**src/rtl/lprt_pkg.sv**
```systemverilog
// Shared types, constants and the arctangent table for the lidar ring and time block.
`timescale 1ns / 1ps
`default_nettype none
package lprt_pkg;

	localparam logic [1:0] CFG_BOTTOM  = 2'd0;
	localparam logic [1:0] CFG_SPACING = 2'd1;
	localparam logic [1:0] CFG_RATE    = 2'd2;

	localparam logic [14:0] BOTTOM_RST  = 15'd3866;
	localparam logic [14:0] SPACING_RST = 15'd512;
	localparam logic [5:0]  RATE_RST    = 6'd10;

	localparam logic [4:0]         CORDIC_LAST = 5'd22;
	localparam logic signed [16:0] HALF_TURN   = 17'sd46080;
	localparam logic signed [24:0] QUARTER     = 25'sd23040;
	localparam logic signed [17:0] FULL_TURN   = 18'sd92160;
	localparam logic [19:0]        TIME_MAX    = 20'hFFFFF;
	localparam logic [16:0]        DEN_UNIT    = 17'd92416;
	localparam logic [19:0]        US_SCALE    = 20'd1000000;
	localparam logic [5:0]         RING_STEPS  = 6'd16;
	localparam logic [5:0]         TIME_STEPS  = 6'd37;

	typedef enum logic [3:0] {
		ST_IDLE, ST_MUL_X, ST_MUL_Y, ST_SQRT_GO, ST_SQRT_RUN, ST_EL_GO, ST_EL_RUN,
		ST_RING_GO, ST_RING_RUN, ST_YAW_GO, ST_YAW_RUN, ST_TIME_MUL, ST_TIME_GO,
		ST_TIME_RUN, ST_OUT
	} ctrl_state_t;

	typedef enum logic [1:0] {CP_IDLE, CP_NORM, CP_ITER, CP_FIN} cordic_phase_t;

	typedef struct packed {
		logic load;
		logic mul_x;
		logic mul_y;
		logic sqrt_start;
		logic cordic_start;
		logic cordic_yaw;
		logic div_start;
		logic div_time;
		logic ring_latch;
		logic first_wr;
		logic time_mul;
		logic time_latch;
		logic out_load;
	} cmd_t;

	typedef struct packed {
		logic sqrt_done;
		logic cordic_done;
		logic div_done;
		logic keep;
		logic unseen;
		logic out_free;
	} sts_t;

	// atan(2^-i) in 2^-16 degree
	function automatic logic [21:0] cordic_atan(input logic [4:0] i);
		logic [21:0] v;
		case (i)
			5'd0:  v = 22'd2949120;
			5'd1:  v = 22'd1740967;
			5'd2:  v = 22'd919879;
			5'd3:  v = 22'd466945;
			5'd4:  v = 22'd234379;
			5'd5:  v = 22'd117304;
			5'd6:  v = 22'd58666;
			5'd7:  v = 22'd29335;
			5'd8:  v = 22'd14668;
			5'd9:  v = 22'd7334;
			5'd10: v = 22'd3667;
			5'd11: v = 22'd1833;
			5'd12: v = 22'd917;
			5'd13: v = 22'd458;
			5'd14: v = 22'd229;
			5'd15: v = 22'd115;
			5'd16: v = 22'd57;
			5'd17: v = 22'd29;
			5'd18: v = 22'd14;
			5'd19: v = 22'd7;
			5'd20: v = 22'd4;
			5'd21: v = 22'd2;
			5'd22: v = 22'd1;
			default: v = 22'd0;
		endcase
		return v;
	endfunction

endpackage
`default_nettype wire

```
**src/rtl/lprt_ctrl.sv**
```systemverilog
// Controller state machine sequencing one point through the datapath.
`timescale 1ns / 1ps
`default_nettype none
module lprt_ctrl (
	input  wire logic           clk,
	input  wire logic           arst_n,
	input  wire logic           in_valid,
	output logic                in_stall,
	input  wire lprt_pkg::sts_t sts,
	output lprt_pkg::cmd_t      cmd
);
	import lprt_pkg::*;

	ctrl_state_t state_q, state_nx;

	always_ff @(posedge clk or negedge arst_n) begin
		if (!arst_n)
			state_q <= ST_IDLE;
		else
			state_q <= state_nx;
	end

	always_comb begin
		state_nx = state_q;
		case (state_q)
			ST_IDLE:     if (in_valid) state_nx = ST_MUL_X;
			ST_MUL_X:    state_nx = ST_MUL_Y;
			ST_MUL_Y:    state_nx = ST_SQRT_GO;
			ST_SQRT_GO:  state_nx = ST_SQRT_RUN;
			ST_SQRT_RUN: if (sts.sqrt_done) state_nx = ST_EL_GO;
			ST_EL_GO:    state_nx = ST_EL_RUN;
			ST_EL_RUN:   if (sts.cordic_done) state_nx = ST_RING_GO;
			ST_RING_GO:  state_nx = ST_RING_RUN;
			ST_RING_RUN: if (sts.div_done) state_nx = sts.keep ? ST_YAW_GO : ST_OUT;
			ST_YAW_GO:   state_nx = ST_YAW_RUN;
			ST_YAW_RUN:  if (sts.cordic_done) state_nx = sts.unseen ? ST_OUT : ST_TIME_MUL;
			ST_TIME_MUL: state_nx = ST_TIME_GO;
			ST_TIME_GO:  state_nx = ST_TIME_RUN;
			ST_TIME_RUN: if (sts.div_done) state_nx = ST_OUT;
			ST_OUT:      if (sts.out_free) state_nx = ST_IDLE;
			default:     state_nx = ST_IDLE;
		endcase
	end

	always_comb begin
		cmd      = '0;
		in_stall = (state_q != ST_IDLE);
		case (state_q)
			ST_IDLE:     cmd.load = in_valid;
			ST_MUL_X:    cmd.mul_x = 1'b1;
			ST_MUL_Y:    cmd.mul_y = 1'b1;
			ST_SQRT_GO:  cmd.sqrt_start = 1'b1;
			ST_EL_GO:    cmd.cordic_start = 1'b1;
			ST_RING_GO:  cmd.div_start = 1'b1;
			ST_RING_RUN: cmd.ring_latch = sts.div_done;
			ST_YAW_GO: begin
				cmd.cordic_start = 1'b1;
				cmd.cordic_yaw   = 1'b1;
			end
			ST_YAW_RUN:  cmd.first_wr = sts.cordic_done && sts.unseen;
			ST_TIME_MUL: cmd.time_mul = 1'b1;
			ST_TIME_GO: begin
				cmd.div_start = 1'b1;
				cmd.div_time  = 1'b1;
			end
			ST_TIME_RUN: begin
				cmd.div_time   = 1'b1;
				cmd.time_latch = sts.div_done;
			end
			ST_OUT:      cmd.out_load = sts.out_free;
			default: ;
		endcase
	end

endmodule
`default_nettype wire

```
**config.mk**
```make
export PLATFORM = sky130hd
export DESIGN_NAME = lprt_ctrl
export DESIGN_NICKNAME = d
export VERILOG_FILES = /design/src/rtl/lprt_pkg.sv /design/src/rtl/lprt_ctrl.sv
export SDC_FILE = /design/constraint.sdc
export NUM_CORES = 1
export LEC_CHECK = 0
export ABC_CLOCK_PERIOD_IN_PS = 2200
export BUFFER_PORTS_ARGS = -buffer_cell sky130_fd_sc_hd__buf_4
export CORE_AREA = 2 2 39 41
export CTS_CLUSTER_SIZE = 14
export DETAILED_ROUTE_END_ITERATION = 8
export DIE_AREA = 0 0 41 43
export SKIP_LAST_GASP = 1
export SYNTH_ARGS = -nofsm -noshare
export SYNTH_HDL_FRONTEND = slang
export SYNTH_SLANG_ARGS = --single-unit
```
**constraint.sdc**
```tcl
create_clock -name clk -period 2.2 [get_ports clk]
set_input_delay 0.22 -clock clk [delete_from_list [all_inputs] [get_ports clk]]
set_output_delay 0.22 -clock clk [all_outputs]
set_load 0.01 [all_outputs]
```
==> results.cfg, run 1 <==
[logic_synthesis]
yosysMostFrequentCell = nor2_1
synthArstFlopShare = 1.00
synth.area.top_cells = dfrtp_1 (21%), nand2b_1 (6.7%), nor3_1 (6.4%)
synth_warnings = 0
synth_top_flop_cell = dfrtp_1
yosysTopAreaCellShare = 0.213
synth_seq_area_share = 0.213
synth_area_leader_cell = dfrtp_1
synth.avg_cell_area_um2 = 7.00
synthCells = 67
synth_cell_types = 26
syn_area_um2 = 469
synth_edf_count = 0
synth_common_cells = nor2_1 (8), nand2_1 (6), nor3_1 (6)
synth_nets = 76
synth-seq-cells = 4

[global_routing]
grt_first_pass_wirelength_mm = 1.97
grt_pass1_vias = 469
grt_use_met1 = 0.210
grt_use_total = 0.166
met2_usage = 0.247
antenna_found_initial = 0
grt_overflow = 0
grt_busiest_layer = met2
grt_max_degree = 22
grtUsageMet3 = 0.0471

[cells_and_area]
diodes = 0
syn2layout_area_growth_pct = 38.7
top_regs = state_q: 4 flops
top_register = state_q
fin_area_um2 = 651
fillCellCount = 155
drive_above_1_share = 0.299
finish.utilization = 0.470
fin_nets = 98
largest_reg_flops = 4
fin_cells = 103

[worst_setup_path]
cp-startpoint = state_q[3]
r2r_cells = 4
cp.required_ns = 1.98
startpoint_type = flip-flop
worstReg2RegStart = state_q[3]
path_class = reg -> out
cp.arrival_ns = 1.61
cp-endpoint = cmd[6]
worst-path-max-fanout = 21
ff2ff_setup_slack_ns = 0.65
r2r_end = state_q[2]
cp-end-kind = output port

[power]
p_int_w = 0.000392
p_sw_frac = 0.502
ir_drop_mv = 0.722
p_leak_nw = 0.298
switchingPower_w = 0.000395
seq_power_share = 0.324
power.share.clock = 0.116
cellPowerDensity_mw_per_mm2 = 1210
comb_power_share = 0.560

[floorplanning]
core_area_mm2 = 0.00138
start_util = 0.339
fp-row-count = 14
dieArea_mm2 = 0.00176
die_w_um = 41
die_h_um = 43
io_pins = 23

[sta]
fin_crit_ns = 1.83
fmax_mhz = 547
fin_crit_sh = 0.831
tightest_slew_ns = 0.574
slew_violations = 0
hold_viol = 0
tns_ns = 0
setup_viol = 0
rsz0062_at_grt = no
clock_skew_ns = 0.00372
slew_headroom = 0.618

[placed_design]
place_hpwl_um = 871
place_congestion = 0.757
place_area_um2 = 618
port_buffers = 22
dp.cells = 99

[detailed_routing]
wl_per_cell_um = 12.0
antenna_left = 0
vias = 554
drt_first_pass_iters = 4
vias_per_cell = 5.38
totalWireLength_mm = 1.23
drc = 0
drt_iter0_drc = 3

[cts]
clock_path_buffers = 2
htree_levels = 1
cts_tree = built
cts-hold-fix-buffers = 1
cts-resized-gates = 0
cts_sinks = 4
root_buffer = clkbuf_4
cts_buffers = 3
postCtsSetupBuffers = 0
path_clk_slew_ns = 0.04
clk_latency_ns = 0.24

[flow_run]
cap_viol_max_count = 0

[hold_path]
min-delay-path-class = in -> reg

[status]
status = finished clean
==> worst min path at each step <==
| stage | start | end | slack, ns | cells after the start |
|---|---|---|---|---|
| 2_1_floorplan | arst_n | state_q[0] | -0.08 | 0 |
| 3_3_place_gp | arst_n | state_q[2] | 0.02 | 1 |
| 3_5_place_dp | arst_n | state_q[2] | 0.02 | 1 |
| 4_1_cts | sts[3] | state_q[0] | 0.24 | 2 |
| 5_1_grt | sts[3] | state_q[0] | 0.26 | 2 |
| 6_report | sts[3] | state_q[0] | 0.24 | 2 |
==> layout by cell type, fill, tap and decap left out, types with 2 or more instances in the layout <==
| cell | Yosys | routed |
|---|---|---|
| a21oi_1 | 3 | 3 |
| and3_1 | 2 | 2 |
| buf_4 | 0 | 22 |
| clkbuf_4 | 0 | 3 |
| dfrtp_1 | 4 | 4 |
| inv_1 | 2 | 2 |
| nand2_1 | 6 | 6 |
| nand2b_1 | 5 | 5 |
| nor2_1 | 8 | 8 |
| nor2b_1 | 2 | 2 |
| nor3_1 | 6 | 6 |
| o211ai_1 | 4 | 4 |
| o21ai_0 | 5 | 5 |
| o32ai_1 | 2 | 2 |
==> power by group through the flow <==
stage | logic, W | registers, W | clock network (W)
2_1_floorplan | 0.000431 | 0.000132 | 0
3_3_place_gp | 0.000446 | 0.000255 | 0
3_5_place_dp | 0.000442 | 0.000255 | 0
4_1_cts | 0.000446 | 0.000255 | 0.0000948
5_1_grt | 0.000502 | 0.000269 | 0.0000988
6_report | 0.000441 | 0.000255 | 0.0000916
==> metal layers <==
metal  part of all wire  up-vias
li1                   -      286
met1               0.44      249
met2               0.48       17
met3              0.066        2
met4             0.0081        0
met5                  0        -
==> worst max-delay path, cell delays in order, from the launching register on <==
cell and delay, ns:
dfrtp_1 0.70, or2b_1 0.31, o22ai_1 0.11, and2_1 0.14, buf_4 0.11
==> area by class of cell <==
cell class	count	area (um^2)	area share
multi-input cells	55	325	0.500
well taps	16	20.0	0.0308
repair buffers	23	175	0.269
clock buffers	3	22.5	0.0346
flip-flops and latches	4	100	0.154
inverters	2	7.51	0.0115
==> stage by stage <==
| step | power [W] | setup slack [ns] | hold WS, ns |
|---|---|---|---|
| after floorplan | 0.000563 | 0.888 | -0.0756 |
| after global placement | 0.000701 | 0.650 | 0.0164 |
| after detailed placement | 0.000697 | 0.624 | 0.0178 |
| after CTS | 0.000796 | 0.366 | 0.238 |
| after global routing | 0.000870 | 0.255 | 0.260 |
| final | 0.000788 | 0.372 | 0.236 |
==> logic make-up after synthesis <==
| kind of cell | count (synthesis) | synth area share |
|---|---|---|
| and+or+nand+nor | 35 | 0.389 |
| AOI/OAI and AO/OA | 19 | 0.283 |
| muxes | 1 | 0.0213 |
| DFF | 4 | 0.213 |
| buffers and inverters | 8 | 0.0933 |
(Power assumes the default switching activity.)
==> run 2, diff against run 1 <==
--- a/config.mk
+++ b/config.mk
@@ -5,12 +5,13 @@
 export SDC_FILE = /design/constraint.sdc
 export NUM_CORES = 1
 export LEC_CHECK = 0
-export ABC_CLOCK_PERIOD_IN_PS = 2200
+export ABC_CLOCK_PERIOD_IN_PS = 1520
 export BUFFER_PORTS_ARGS = -buffer_cell sky130_fd_sc_hd__buf_4
 export CORE_AREA = 2 2 39 41
 export CTS_CLUSTER_SIZE = 14
 export DETAILED_ROUTE_END_ITERATION = 8
 export DIE_AREA = 0 0 41 43
+export PLACE_DENSITY = 0.66
 export SKIP_LAST_GASP = 1
 export SYNTH_ARGS = -nofsm -noshare
 export SYNTH_HDL_FRONTEND = slang
==> constraint.sdc (replaced) <==
create_clock -name clk -period 1.52 [get_ports clk]
set_input_delay 0.152 -clock clk [delete_from_list [all_inputs] [get_ports clk]]
set_output_delay 0.152 -clock clk [all_outputs]
set_load 0.01 [all_outputs]
==> run 2 against run 1 <==
  * Global-route usage is 1.3 points lower
  * Routed wire length is 16% higher
  * First-iteration DRC count grew to 8.0 times the previous value
  * Count of clock-buffer cells in the layout stayed put
  * Register-to-register slack worse by 0.63 ns
  * Non-clock buffer count is 17 higher
  * Critical endpoint unchanged
  * Die area stayed put
==> results.cfg, run 2 (synthesis gave the netlist of run 1 again) <==
[power]
p_sw_frac = 0.440
p_int_w = 0.000836
comb_power_share = 0.721
seq_power_share = 0.190
cellPowerDensity_mw_per_mm2 = 1870
switchingPower_w = 0.000658
power.share.clock = 0.089
ir_drop_mv = 0.807
p_leak_nw = 0.382

[cts]
cts_tree = built
clk_latency_ns = 0.24
root_buffer = clkbuf_4
cts_sinks = 4
path_clk_slew_ns = 0.04
cts_buffers = 3
htree_levels = 1
clock_path_buffers = 2

[worst_setup_path]
worst-path-max-fanout = 9
cp-end-kind = output port
startpoint_type = flip-flop
cp.arrival_ns = 1.36
cp.required_ns = 1.37
path_class = reg -> out

[detailed_routing]
totalWireLength_mm = 1.44
drt_first_pass_iters = 4
drc = 0
vias = 630
wl_per_cell_um = 12.0
vias_per_cell = 5.25
drt_iter0_drc = 24
antenna_left = 0

[floorplanning]
fp-row-count = 14
start_util = 0.339
io_pins = 23
die_w_um = 41
core_area_mm2 = 0.00138
die_h_um = 43
dieArea_mm2 = 0.00176

[cells_and_area]
diodes = 0
top_register = state_q
largest_reg_flops = 4
fillCellCount = 140
final_cell_mix = buf_4 (39), nor2_1 (7), nor3_1 (6), nand2_1 (6), o21ai_0 (5)
layout_commonest_cell = buf_4
top_regs = state_q: 4 flops
fin_cells = 120
syn2layout_area_growth_pct = 70.4
fin_nets = 115
drive_above_1_share = 0.490

[global_routing]
grt_first_pass_wirelength_mm = 1.89
grt_overflow = 0
grt_use_total = 0.153
grt_max_degree = 20
grt_pass1_vias = 486
antenna_found_initial = 0

[placed_design]
place_ws_ns = 0.0430
dp.cells = 104
place_hpwl_um = 931
place_congestion = 0.834
port_buffers = 22

[sta]
clock_skew_ns = 0.00203
rsz0062_at_grt = yes
slew_violations = 0
setup_viol = 0
fin_crit_ns = 1.52
hold_viol = 0
fmax_mhz = 660
fin_crit_sh = 0.997
slew_headroom = 0.836
tightest_slew_ns = 0.246
setup_ws_ns = 0.00474

[hold_path]
min-delay-path-class = in -> reg

[flow_run]
cap_viol_max_count = 0

[status]
status = finished clean
run 2: cell types whose count changed in the layout (fill, tap and decap cells not counted), moves of 2 or more:
cell	change
buf_4	+17
dfrtp_2	+4
dfrtp_1	-4
nand2b_1	-2
run 2: per-stage QoR:
step                      hold WS (ns)   util  setup TNS (ns)  instance area (um^2)  power, W
after global placement         -0.0494  0.474               0                   656   0.00110
final                            0.150  0.578               0                   800   0.00149
after floorplan                 -0.144      -               0                   469  0.000815
after detailed placement       -0.0474  0.474               0                   656   0.00109
after global routing             0.148  0.578          -0.184                   800   0.00162
after CTS                        0.151  0.502         -0.0848                   694   0.00125
run 2: path summary, 6_finish.rpt:
check	start	to	slack [ns]	cells past startpoint
min reg2reg	state_q[3]	state_q[1]	0.65	2
max in group asynchronous	arst_n	state_q[1]	1.16	2
min in group asynchronous	arst_n	state_q[3]	0.25	2
max	state_q[1]	cmd[6]	0.005	4
min	sts[3]	state_q[0]	0.15	2
max reg2reg	state_q[3]	state_q[2]	0.02	6
run 2: power by group through the flow:
stage                     sequential, W  combinational, W  clock, W
final                          0.000284           0.00108  0.000133
after global routing           0.000296           0.00118  0.000145
after CTS                      0.000343          0.000771  0.000134
after detailed placement       0.000333          0.000762         0
after global placement         0.000334          0.000762         0
after floorplan                0.000191          0.000624         0
run 2: critical path: stages (launching register included):
cell and delay, ns:
dfrtp_2 0.46, or2b_1 0.28, o22ai_1 0.14, and2_1 0.14, buf_4 0.11
run 2: repair_timing:
item / 4_1_cts / 5_1_grt
endpoints found under the hold margin: 4 / 0
setup buffers: 0 / 12
gates cloned: 0 / 0
setup endpoints to repair: 10 / 9
hold buffers: 1 / 0
gates resized for setup: 4 / 7
run 2: area by class of cell:
class / count / area, um^2 / area share
multi-input combinational: 55 / 342 / 0.427
timing repair buffer: 40 / 303 / 0.379
sequential: 4 / 105 / 0.131
clock buffer: 3 / 22.5 / 0.0282
tap: 16 / 20.0 / 0.0250
inverter: 2 / 7.51 / 0.00939
run 2: per-layer routing:
| layer | vias to the layer above | GRT usage | part of all wire |
|---|---|---|---|
| met5 | - | 0 | 0 |
| met2 | 21 | 0.241 | 0.51 |
| met3 | 0 | 0.0157 | 0.054 |
| met4 | 0 | 0.0800 | 0 |
| met1 | 288 | 0.195 | 0.44 |
| li1 | 321 | - | - |
